==> config.mk <==
export PLATFORM = sky130hd
export DESIGN_NAME = circular_double_ended_queue
export DESIGN_NICKNAME = d
export VERILOG_FILES = /design/src/rtl/core/cdq_pkg.sv /design/src/rtl/core/cdq_ram.sv /design/src/rtl/core/cdq_ctrl.sv /design/src/rtl/core/cdq_datapath.sv /design/src/rtl/core/circular_double_ended_queue.sv
export VERILOG_INCLUDE_DIRS = /design/src /design/src/rtl/core
export SDC_FILE = /design/constraint.sdc
export NUM_CORES = 1
export LEC_CHECK = 0
export BUFFER_PORTS_ARGS = -buffer_cell sky130_fd_sc_hd__buf_2
export CORE_UTILIZATION = 35
export CTS_BUF_LIST = sky130_fd_sc_hd__clkbuf_4 sky130_fd_sc_hd__clkbuf_8
export DETAILED_ROUTE_END_ITERATION = 10
export GPL_TIMING_DRIVEN = 0
export MAX_ROUTING_LAYER = met4
export PLACE_DENSITY = 0.57
export SLEW_MARGIN = 30
export SYNTH_ARGS = -nofsm -noshare
export SYNTH_HDL_FRONTEND = slang
export SYNTH_SLANG_ARGS = --single-unit
==> constraint.sdc <==
create_clock -name clk_i -period 5.6 [get_ports clk_i]
set_input_delay 0.28 -clock clk_i [delete_from_list [all_inputs] [get_ports clk_i]]
set_output_delay 0.28 -clock clk_i [all_outputs]
set_load 0.005 [all_outputs]
==> src/rtl/core/circular_double_ended_queue_macros.svh <==
// Assertion helpers used by the deque datapath.
// Each macro expands to one labeled concurrent assertion, disabled in reset.
`ifndef CIRCULAR_DOUBLE_ENDED_QUEUE_MACROS_SVH
`define CIRCULAR_DOUBLE_ENDED_QUEUE_MACROS_SVH

// The consequent must hold in the same cycle as the antecedent.
`define CDQ_ASSERT_NOW(label, clk, rst_n, ante, cons, msg) \
  label: assert property (@(posedge clk) disable iff (!rst_n) (ante) |-> (cons)) \
    else $error(msg);

// The consequent must hold in the cycle after the antecedent.
`define CDQ_ASSERT_NEXT(label, clk, rst_n, ante, cons, msg) \
  label: assert property (@(posedge clk) disable iff (!rst_n) (ante) |=> (cons)) \
    else $error(msg);

`endif

==> src/rtl/core/cdq_pkg.sv <==
// ----------------------------------------------------------------------------
// cdq_pkg
// Shared types and constants of the circular double-ended queue.
// ----------------------------------------------------------------------------
`default_nettype none

package cdq_pkg;

  localparam int unsigned MAX_DEPTH = 16;
  localparam int unsigned ADDR_W    = (MAX_DEPTH > 1) ? $clog2(MAX_DEPTH) : 1;
  localparam int unsigned CNT_W     = $clog2(MAX_DEPTH + 1);
  localparam int unsigned CFG_W     = 5;
  localparam int unsigned WORD_W    = 32;
  localparam int unsigned CAP_RESET = (16 > MAX_DEPTH) ? MAX_DEPTH : 16;

  // Operation codes; codes above KIND_PEEK act as a peek.
  localparam logic [2:0] KIND_PUSH_FRONT = 3'd0;
  localparam logic [2:0] KIND_PUSH_REAR  = 3'd1;
  localparam logic [2:0] KIND_POP_FRONT  = 3'd2;
  localparam logic [2:0] KIND_POP_REAR   = 3'd3;
  localparam logic [2:0] KIND_PEEK       = 3'd4;

  typedef struct packed {
    logic [2:0]               kind;
    logic signed [WORD_W-1:0] value;
  } in_item_t;

  typedef struct packed {
    logic signed [WORD_W-1:0] front_value;
    logic signed [WORD_W-1:0] rear_value;
    logic [4:0]               entry_count;
    logic                     is_empty;
    logic                     is_full;
    logic                     rejected;
  } out_item_t;

  // Controller to datapath.
  typedef struct packed {
    logic load_item;
    logic exec;
    logic load_out;
    logic cfg_write;
  } cdq_cmd_t;

  // Datapath to controller.
  typedef struct packed {
    logic out_free;
  } cdq_status_t;

endpackage

`default_nettype wire

==> src/rtl/core/cdq_ram.sv <==
// ----------------------------------------------------------------------------
// cdq_ram
// Generic RAM: one write port, two read ports with registered read data.
// ----------------------------------------------------------------------------
`default_nettype none

module cdq_ram #(
  parameter int unsigned Width = 32,
  parameter int unsigned Depth = 16
) (
  input  wire logic                                     clk_i,
  input  wire logic                                     we_i,
  input  wire logic [((Depth > 1) ? $clog2(Depth) : 1)-1:0] waddr_i,
  input  wire logic [Width-1:0]                         wdata_i,
  input  wire logic [((Depth > 1) ? $clog2(Depth) : 1)-1:0] raddr_a_i,
  input  wire logic [((Depth > 1) ? $clog2(Depth) : 1)-1:0] raddr_b_i,
  output logic      [Width-1:0]                         rdata_a_o,
  output logic      [Width-1:0]                         rdata_b_o
);

  logic [Width-1:0] mem_q [Depth];

  always_ff @(posedge clk_i) begin
    if (we_i) begin
      mem_q[waddr_i] <= wdata_i;
    end
    rdata_a_o <= mem_q[raddr_a_i];
    rdata_b_o <= mem_q[raddr_b_i];
  end

endmodule

`default_nettype wire

==> src/rtl/core/cdq_ctrl.sv <==
// ----------------------------------------------------------------------------
// cdq_ctrl
// Sequencer of the deque: accept, execute, read back, load the result; capacity writes are granted while idle.
// ----------------------------------------------------------------------------
`default_nettype none

module cdq_ctrl
  import cdq_pkg::*;
(
  input  wire logic        clk_i,
  input  wire logic        rst_ni,
  input  wire logic        in_valid_i,
  output logic             in_ready_o,
  input  wire logic        cfg_valid_i,
  output logic             cfg_ready_o,
  output cdq_cmd_t         cmd_o,
  input  wire cdq_status_t status_i
);

  localparam logic [1:0] ST_IDLE = 2'd0;
  localparam logic [1:0] ST_EXEC = 2'd1;
  localparam logic [1:0] ST_READ = 2'd2;
  localparam logic [1:0] ST_LOAD = 2'd3;

  logic [1:0] state_q, state_d;

  assign in_ready_o  = (state_q == ST_IDLE);
  assign cfg_ready_o = (state_q == ST_IDLE);

  always_comb begin
    state_d         = state_q;
    cmd_o           = '0;
    cmd_o.cfg_write = cfg_valid_i && cfg_ready_o;
    case (state_q)
      ST_IDLE: begin
        if (in_valid_i) begin
          cmd_o.load_item = 1'b1;
          state_d         = ST_EXEC;
        end
      end
      ST_EXEC: begin
        cmd_o.exec = 1'b1;
        state_d    = ST_READ;
      end
      // The RAM samples the updated pointers here.
      ST_READ: begin
        state_d = ST_LOAD;
      end
      ST_LOAD: begin
        if (status_i.out_free) begin
          cmd_o.load_out = 1'b1;
          state_d        = ST_IDLE;
        end
      end
      default: begin
        state_d = ST_IDLE;
      end
    endcase
  end

  always_ff @(posedge clk_i or negedge rst_ni) begin
    if (!rst_ni) begin
      state_q <= ST_IDLE;
    end else begin
      state_q <= state_d;
    end
  end

endmodule

`default_nettype wire

==> src/rtl/core/cdq_datapath.sv <==
// ----------------------------------------------------------------------------
// cdq_datapath
// Pointers, count, capacity, word store and result register of the deque.
// ----------------------------------------------------------------------------
`default_nettype none

`include "circular_double_ended_queue_macros.svh"

module cdq_datapath
  import cdq_pkg::*;
(
  input  wire logic             clk_i,
  input  wire logic             rst_ni,
  input  wire cdq_cmd_t         cmd_i,
  output cdq_status_t           status_o,
  input  wire in_item_t         in_item_i,
  input  wire logic [CFG_W-1:0] cfg_data_i,
  output logic                  out_valid_o,
  input  wire logic             out_ready_i,
  output out_item_t             out_item_o
);

  logic [2:0]        kind_q;
  logic [WORD_W-1:0] value_q;
  logic [ADDR_W-1:0] head_q, head_d, tail_q, tail_d;
  logic [CNT_W-1:0]  count_q, count_d, cap_q, cap_d;
  logic              rej_q, rej_d;
  logic              out_valid_q;
  out_item_t         out_q;
  logic              we;
  logic [ADDR_W-1:0] waddr;
  logic [WORD_W-1:0] rdata_front, rdata_rear;
  logic              full;

  function automatic logic [ADDR_W-1:0] step_up(input logic [ADDR_W-1:0] idx,
                                                input logic [CNT_W-1:0]  cap);
    logic [CNT_W-1:0] nxt;
    nxt = CNT_W'(idx) + CNT_W'(1);
    return (nxt >= cap) ? '0 : ADDR_W'(nxt);
  endfunction

  function automatic logic [ADDR_W-1:0] step_down(input logic [ADDR_W-1:0] idx,
                                                  input logic [CNT_W-1:0]  cap);
    logic [CNT_W-1:0] top;
    top = cap - CNT_W'(1);
    return (idx == '0) ? ADDR_W'(top) : idx - ADDR_W'(1);
  endfunction

  assign full = (count_q >= cap_q);

  always_comb begin
    head_d  = head_q;
    tail_d  = tail_q;
    count_d = count_q;
    cap_d   = cap_q;
    rej_d   = rej_q;
    we      = 1'b0;
    waddr   = '0;
    if (cmd_i.exec) begin
      rej_d = 1'b0;
      case (kind_q)
        KIND_PUSH_FRONT, KIND_PUSH_REAR: begin
          if (full) begin
            rej_d = 1'b1;
          end else begin
            if (count_q == '0) begin
              head_d = '0;
              tail_d = '0;
              waddr  = '0;
            end else if (kind_q == KIND_PUSH_FRONT) begin
              head_d = step_down(head_q, cap_q);
              waddr  = head_d;
            end else begin
              tail_d = step_up(tail_q, cap_q);
              waddr  = tail_d;
            end
            we      = 1'b1;
            count_d = count_q + CNT_W'(1);
          end
        end
        KIND_POP_FRONT, KIND_POP_REAR: begin
          if (count_q == '0) begin
            rej_d = 1'b1;
          end else begin
            // Removing the last word puts the pointers back to their reset place.
            if (count_q == CNT_W'(1)) begin
              head_d = '0;
              tail_d = '0;
            end else if (kind_q == KIND_POP_FRONT) begin
              head_d = step_up(head_q, cap_q);
            end else begin
              tail_d = step_down(tail_q, cap_q);
            end
            count_d = count_q - CNT_W'(1);
          end
        end
        default: begin
        end
      endcase
    end
    // Capacity changes only take effect on an empty deque.
    if (cmd_i.cfg_write && (count_q == '0)) begin
      head_d = '0;
      tail_d = '0;
      if (cfg_data_i == '0) begin
        cap_d = CNT_W'(1);
      end else if (32'(cfg_data_i) > 32'(MAX_DEPTH)) begin
        cap_d = CNT_W'(MAX_DEPTH);
      end else begin
        cap_d = CNT_W'(cfg_data_i);
      end
    end
  end

  always_ff @(posedge clk_i or negedge rst_ni) begin
    if (!rst_ni) begin
      head_q      <= '0;
      tail_q      <= '0;
      count_q     <= '0;
      cap_q       <= CNT_W'(CAP_RESET);
      rej_q       <= 1'b0;
      out_valid_q <= 1'b0;
    end else begin
      head_q  <= head_d;
      tail_q  <= tail_d;
      count_q <= count_d;
      cap_q   <= cap_d;
      rej_q   <= rej_d;
      if (cmd_i.load_out) begin
        out_valid_q <= 1'b1;
      end else if (out_ready_i) begin
        out_valid_q <= 1'b0;
      end
    end
  end

  always_ff @(posedge clk_i) begin
    if (cmd_i.load_item) begin
      kind_q  <= in_item_i.kind;
      value_q <= in_item_i.value;
    end
    if (cmd_i.load_out) begin
      out_q.front_value <= (count_q == '0) ? '1 : rdata_front;
      out_q.rear_value  <= (count_q == '0) ? '1 : rdata_rear;
      out_q.entry_count <= 5'(count_q);
      out_q.is_empty    <= (count_q == '0);
      out_q.is_full     <= (count_q == cap_q);
      out_q.rejected    <= rej_q;
    end
  end

  cdq_ram #(
    .Width(WORD_W),
    .Depth(MAX_DEPTH)
  ) u_store (
    .clk_i    (clk_i),
    .we_i     (we),
    .waddr_i  (waddr),
    .wdata_i  (value_q),
    .raddr_a_i(head_q),
    .raddr_b_i(tail_q),
    .rdata_a_o(rdata_front),
    .rdata_b_o(rdata_rear)
  );

  assign status_o.out_free = !out_valid_q || out_ready_i;
  assign out_valid_o       = out_valid_q;
  assign out_item_o        = out_q;

  `CDQ_ASSERT_NOW(a_count_within_cap, clk_i, rst_ni, 1'b1, count_q <= cap_q, "count above capacity")
  `CDQ_ASSERT_NOW(a_cap_in_range, clk_i, rst_ni, 1'b1, (cap_q != '0) && (32'(cap_q) <= 32'(MAX_DEPTH)), "capacity out of range")
  `CDQ_ASSERT_NOW(a_empty_ptrs_home, clk_i, rst_ni, count_q == '0, (head_q == '0) && (tail_q == '0), "empty deque with moved pointers")
  `CDQ_ASSERT_NEXT(a_reject_keeps_count, clk_i, rst_ni, cmd_i.exec && rej_d, $stable(count_q), "refused operation changed the count")

endmodule

`default_nettype wire

==> src/rtl/core/circular_double_ended_queue.sv <==
// ----------------------------------------------------------------------------
// circular_double_ended_queue
// Double-ended queue of signed 32-bit words in a circular store.
//
//   Channel   Direction  Handshake                 Payload
//   in        input      in_valid_i / in_ready_o   in_item_i  (in_item_t)
//   out       output     out_valid_o / out_ready_i out_item_o (out_item_t)
//   cfg       input      cfg_valid_i / cfg_ready_o cfg_data_i (capacity)
//
// An item is handled in order: accept, execute (pointer update and store write),
// read of the front and rear entries through the registered RAM port, and load
// of the result register. The store has a single write port. The result register
// lets the next item start while a result is still waiting; the last step waits
// as long as that register stays full.
// After reset the deque is empty with capacity 16; the store needs no clearing.
// ----------------------------------------------------------------------------
`default_nettype none

module circular_double_ended_queue
  import cdq_pkg::*;
(
  input  wire logic             clk_i,
  input  wire logic             rst_ni,
  input  wire logic             in_valid_i,
  output logic                  in_ready_o,
  input  wire in_item_t         in_item_i,
  output logic                  out_valid_o,
  input  wire logic             out_ready_i,
  output out_item_t             out_item_o,
  input  wire logic             cfg_valid_i,
  output logic                  cfg_ready_o,
  input  wire logic [CFG_W-1:0] cfg_data_i
);

  cdq_cmd_t    cmd;
  cdq_status_t status;

  cdq_ctrl u_ctrl (
    .clk_i      (clk_i),
    .rst_ni     (rst_ni),
    .in_valid_i (in_valid_i),
    .in_ready_o (in_ready_o),
    .cfg_valid_i(cfg_valid_i),
    .cfg_ready_o(cfg_ready_o),
    .cmd_o      (cmd),
    .status_i   (status)
  );

  cdq_datapath u_datapath (
    .clk_i      (clk_i),
    .rst_ni     (rst_ni),
    .cmd_i      (cmd),
    .status_o   (status),
    .in_item_i  (in_item_i),
    .cfg_data_i (cfg_data_i),
    .out_valid_o(out_valid_o),
    .out_ready_i(out_ready_i),
    .out_item_o (out_item_o)
  );

endmodule

`default_nettype wire
**Word level (Yosys, flattened, before mapping)**

Memories as Yosys holds them, arrays and structs flattened. A register that Yosys moved wholly into a read port is not among the register bits.
Index checks and enable logic that the tools add are counted.
Widths: inputs -> output; s select.

- Register bits: 129
- RAM bits: 512
- Memories kept: 1

- Add/subtract/negate cells: 7
- $lt $le $gt $ge: 4
- Equality and inequality tests: 18
- Multiplexer cells: 50
- Reductions and logical operators: 20

Memory list:

| memory | depth | width | read ports | clocked after memory_dff | write ports | RTL line | source |
|---|---|---|---|---|---|---|---|
| u_datapath.u_store.mem_q | 16 | 32 | 2 | 2 | 1 | cdq_ram.sv:21 | `logic [Width-1:0] mem_q [Depth];` |

Operators with widths:

| kind | number |
|---|---|
| $mux 4 | 25 |
| $mux 5 | 4 |
| $pmux 4 s2 | 2 |
| $ge 5x5->1 | 3 |
| $mux 1 | 14 |
| $reduce_and 6->1 | 2 |
| $sub 4x1->4 const B | 3 |
| $add 4x1->5 const B | 2 |
| $logic_not 5->1 | 2 |
| $pmux 5 s2 | 1 |
| $logic_not 4->1 | 2 |
| $ne 2x2->1 const B | 4 |
| $ne 4x1->1 const B | 2 |
| $pmux 2 s4 | 1 |
| $eq 3x2->1 const B | 2 |
| $ne 3x3->1 const B | 2 |
| $reduce_bool 2->1 | 3 |
| $add 5x1->5 const B | 1 |
| $eq 5x1->1 const B | 1 |
| $eq 5x5->1 | 1 |
| $gt 5x5->1 const B | 1 |
| $sub 5x1->5 const B | 1 |
| $eq 2x2->1 const B | 2 |
| $mux 2 | 2 |
| other kinds (14) | 16 |

**Logic depth before layout (Yosys ltp)**

- Depth after elaboration: 9
- Gate-level depth with buffers: 12

**Cells and area by module**

Synthesis repeated with hierarchy kept, for this count alone.

- Cell total of the unflattened synthesis: 1556
- Area total of the unflattened synthesis: 29992.5 sq um

Modules (own cells, without submodules):

| module | instances | cells an instance | area each (sq um) | sequential area each (sq um) |
|---|---|---|---|---|
| cdq_ram | 1 | 1141 | 24203.2 | 16656.0 |
| cdq_datapath | 1 | 397 | 5589.1 | 3714.8 |
| cdq_ctrl | 1 | 18 | 200.2 | 50.0 |

**Worst setup path before layout**

Ideal clock, no wire load.

- Path kind: register to register
- Start: reg u_datapath.tail_q[1]
- End: mem u_datapath.u_store.mem_q[12][0] (enable)
- Data arrival time: 5.085 ns
- Data required time: 5.132 ns
- Path slack: 0.048 ns
- Cell stages (with the launch flop): 13
- Path buffers: 3
- Path through: dfrtp_1 > clkbuf_1 > clkbuf_1 > clkbuf_1 > inv_1 > ha_1 > ha_1 > a21oi_1 > o21ai_0 > a21oi_2 > a21o_1 > o221ai_1 > nor3b_1

- Cells in the longest elaborated chain, start to end: 8

RTL lines:

| what | RTL line | source |
|---|---|---|
| start: declaration | cdq_datapath.sv:25 | `logic [ADDR_W-1:0] head_q, head_d, tail_q, tail_d;` |
| start signal: assignment | cdq_datapath.sv:125 | `tail_q <= tail_d;` |
| $add 4x1->5 * | cdq_datapath.sv:38 | `nxt = CNT_W'(idx) + CNT_W'(1);` |
| $ge 5x5->1 | cdq_datapath.sv:39 | `return (nxt >= cap) ? '0 : ADDR_W'(nxt);` |
| $mux 4 * | cdq_datapath.sv:39 |  |
| $mux 4 * | cdq_datapath.sv:70 | `end else if (kind_q == KIND_PUSH_FRONT) begin` |
| $mux 4 * | cdq_datapath.sv:66 | `if (count_q == '0) begin` |
| $mux 4 * | cdq_datapath.sv:63 | `if (full) begin` |
| $mux 4 * | cdq_datapath.sv:61 | `case (kind_q)` |
| $mux 4 * | cdq_datapath.sv:59 | `if (cmd_i.exec) begin` |
| end: declaration | cdq_ram.sv:21 |  |

Mark *: on every way between the ends. The rest lies on a longest branch, timed or not.

**Final worst setup path**

- Start: reg u_datapath.tail_q[3]
- End: mem u_datapath.u_store.mem_q[15][18] (enable)

Same word-level chain as after synthesis.

==> metrics <==
status=complete, no violations; hold path start=cfg_valid_i; Yosys reg bits=705; WP data arrival=5.82 ns; first-pass GRT wire length=120000 µm; CP peak stage delay=0.84 ns; most used cell, CP=buf_4; total gr overflow=0; Worst path slowest cell=clkbuf_1; fillcell total=7530; Post-Route WL=84700 µm; R2R depth=15; # placed instances=2750; power density cells=509 nW/µm²; Seq/Total Area, Yosys=68.0%; Via density=5.46; unrepaired setup endpoints after global routing=no; Clock transition at path regs=0.06 ns; DRT Pass-1 Iters=7; max-cap violation count=0; Cell variety after synth=60; Placement Cell Area=33200 µm²; die outline height=295 µm; YS warnings=0; synth-to-layout area growth=20.5%; root buf cell=clkbuf_8; worst ir drop on vdd=0.285 mV; Worst Hold End=u_datapath.cap_q[3]; CP endpoint kind=flip-flop; Die Area=87000 µm²; Tcrit/Tclk final=95.8%; leakage=12.1 nW; RR Startpoint=u_datapath.tail_q[3]; DR vias=16500; Hold WC Path Type=in -> reg; Mapped Cells=1416; Final setup viols=0; clk sinks=705; vias in the first global route=17200; Worst-Skew Late Latency=0.77 ns; startpoint class of the critical path=flip-flop; Total GRT Usage=20.4%; CTS Buffer Depth=3; Residual DRC=0; fmax=186 MHz; CTS tree=built; top cell type's share of synthesized area=61.9%; I/O pin total=120; antenna violations before repair=3; Initial DRC Count=1698; IO buf count=119; final hold vios=0; Non-Filler Instances=3019; largest area contributor in the netlist=edfxtp_1; Worst slew margin=29.6%; CP Cell Sequence=clkbuf_1, clkbuf_1, and3_1, ha_1, a21oi_1, o311ai_0, a21oi_4, a21o_1, o221ai_1, nor3_4, buf_4, buf_6, buf_4, buf_4, buf_4; Synth area leaders=edfxtp_1, mux4_2, dfxtp_1; pin slew with the least headroom to its limit=1.06 ns; Post-synth ARST share=3.12%; Final TNS setup=0 ns; DP HPWL=56400 µm; Post-CTS Setup Bufs=0; Final Instance Area=36200 µm²; synthesized area per cell=21.2 µm²; Core Box Area=85100 µm²; main flop type after synthesis=edfxtp_1; Num CTS Buffers=118; Die Wd=295 µm; htree depth=3; # rows=107; Initial Utilization=35.3%; WL per Instance=28.1 µm; crit path kind=reg -> reg; Synth Cell Area=30000 µm²; syn_nets=1488; Final Max Tran Viols=0; Setup Skew=0.0768 ns; EDFF count, synth=619; Routed Antenna Nets=0; share of cells above drive strength 1=42.5%; CP Data Required Time=6.05 ns; R2R Path End=u_datapath.u_store.mem_q[15][18]; post-route minimum period=5.37 ns; RD Place Congestion=0.811; largest net degree at the start of global routing=39; R2R Setup Slk=0.23 ns; worst hold stages=4; Final #Nets=1841; CP max FO=10
-- cell families (layout without fill, tap and decap cells) --
family	after synthesis	in the layout	share of synthesized area, %
and+or+nand+nor	165	165	3.15
adders and majority gates	27	27	1.12
buffers and inverters	109	565	1.51
other	0	3	0
xor gates and xnor gates	11	11	0.321
AOI/OAI and AO/OA	73	73	1.71
muxes	326	326	24.2
DFF	705	705	68.0
-- worst max-delay path by stage --
stage | cells past startpoint | start | to
2_1_floorplan | 12 | u_datapath.tail_q[1] | u_datapath.u_store.mem_q[12][0]
3_3_place_gp | 12 | u_datapath.tail_q[1] | u_datapath.u_store.mem_q[12][18]
3_5_place_dp | 17 | u_datapath.tail_q[1] | u_datapath.u_store.mem_q[15][18]
4_1_cts | 16 | u_datapath.tail_q[0] | u_datapath.u_store.mem_q[15][16]
5_1_grt | 17 | u_datapath.tail_q[1] | u_datapath.u_store.mem_q[15][16]
6_report | 15 | u_datapath.tail_q[3] | u_datapath.u_store.mem_q[15][18]
-- cell type report --
cell class              count  area [µm²]  share of cell area, %
inverters                  20        80.1                  0.221
well taps                1144        1430                   3.95
multi-input cells         602        9290                   25.7
clock inverters            45         380                   1.05
diodes                      3        7.51                 0.0207
flip-flops and latches    705       20400                   56.4
plain buffers              89         403                   1.11
clock buffers             178        2200                   6.08
repair buffers            233        1980                   5.48
-- layer usage --
metal / share of wire [%] / global-route usage (%)
met1: 41 / 26.7
met2: 49 / 32.1
met3: 7.6 / 4.10
met4: 2.8 / 6.33
met5: 0 / -
-- metrics by stage --
stage          power (mW)  utilization (%)  worst slack, ns  hold slack (ns)
2_1_floorplan        11.2                -           0.0475          -0.0156
4_1_cts              18.6             42.5          0.00864          0.00610
3_5_place_dp         13.6             38.9           -0.421            0.310
3_3_place_gp         13.4             37.7            -5.18            0.297
6_report             18.4             42.5            0.233           0.0705
5_1_grt              19.3             42.5           0.0768           0.0355
-- where the power goes --
group | switching, mW | internal [mW] | total [mW]
registers | 0.412 | 6.67 | 7.08
logic | 3.48 | 2.94 | 6.42
clock network | 2.16 | 2.76 | 4.92
total | 6.06 | 12.4 | 18.4
-- synth_stat cells, types with 3 or more instances --
library cell	instances
nor3b_1	3
mux4_2	320
clkbuf_1	50
and2_1	3
o21ai_0	15
nor2_1	22
buf_1	16
a21oi_1	18
buf_2	20
a21o_1	4
nand2_1	24
ha_1	27
and3_1	3
dfxtp_1	64
nor4b_1	4
nand3b_1	3
xnor2_1	5
inv_1	19
nand3_1	8
nand2b_1	72
mux2_2	4
edfxtp_1	619
nor2b_1	5
nor3_1	11
xor2_1	6
dfrtp_1	21
o31ai_1	7
a22o_1	3
-- critical path, delay by kind of cell (launching register included) --
family / cells / cell delay (ns)
simple gates: 2 / 0.72
buf+inv: 7 / 2.39
fa+ha+maj: 1 / 0.25
flops: 1 / 0.37
compound gates: 5 / 1.35
-- flip-flops by register name, summed over array words and instances (netlist names) --
signal                        count
u_datapath.u_store.mem_q        512
u_datapath.out_item_o            72
u_datapath.u_store.rdata_a_o     32
u_datapath.u_store.rdata_b_o     32
u_datapath.value_q               32
u_datapath.cap_q                  5
u_datapath.count_q                5
u_datapath.head_q                 4
u_datapath.tail_q                 4
u_datapath.kind_q                 3
u_ctrl.state_q                    2
u_datapath.out_valid_o            1
u_datapath.rej_q                  1
-- what timing repair did --
item / in CTS / in global routing
setup endpoints to repair: 47 / 26
resized for setup: 2 / 5
hold buffers: 43 / 0
hold endpoints to repair: 65 / 0
-- placed cells by master, fill, tap and decap left out, types with 19 or more instances in the layout --
master	n
inv_1	19
dlygate4sd3_1	43
dfrtp_1	21
dfxtp_1	64
ha_1	27
clkbuf_4	40
edfxtp_1	619
clkbuf_8	138
clkbuf_1	41
nand2b_1	72
nand2_1	24
mux4_2	320
buf_4	44
buf_2	152
(Power assumes the default switching activity.)
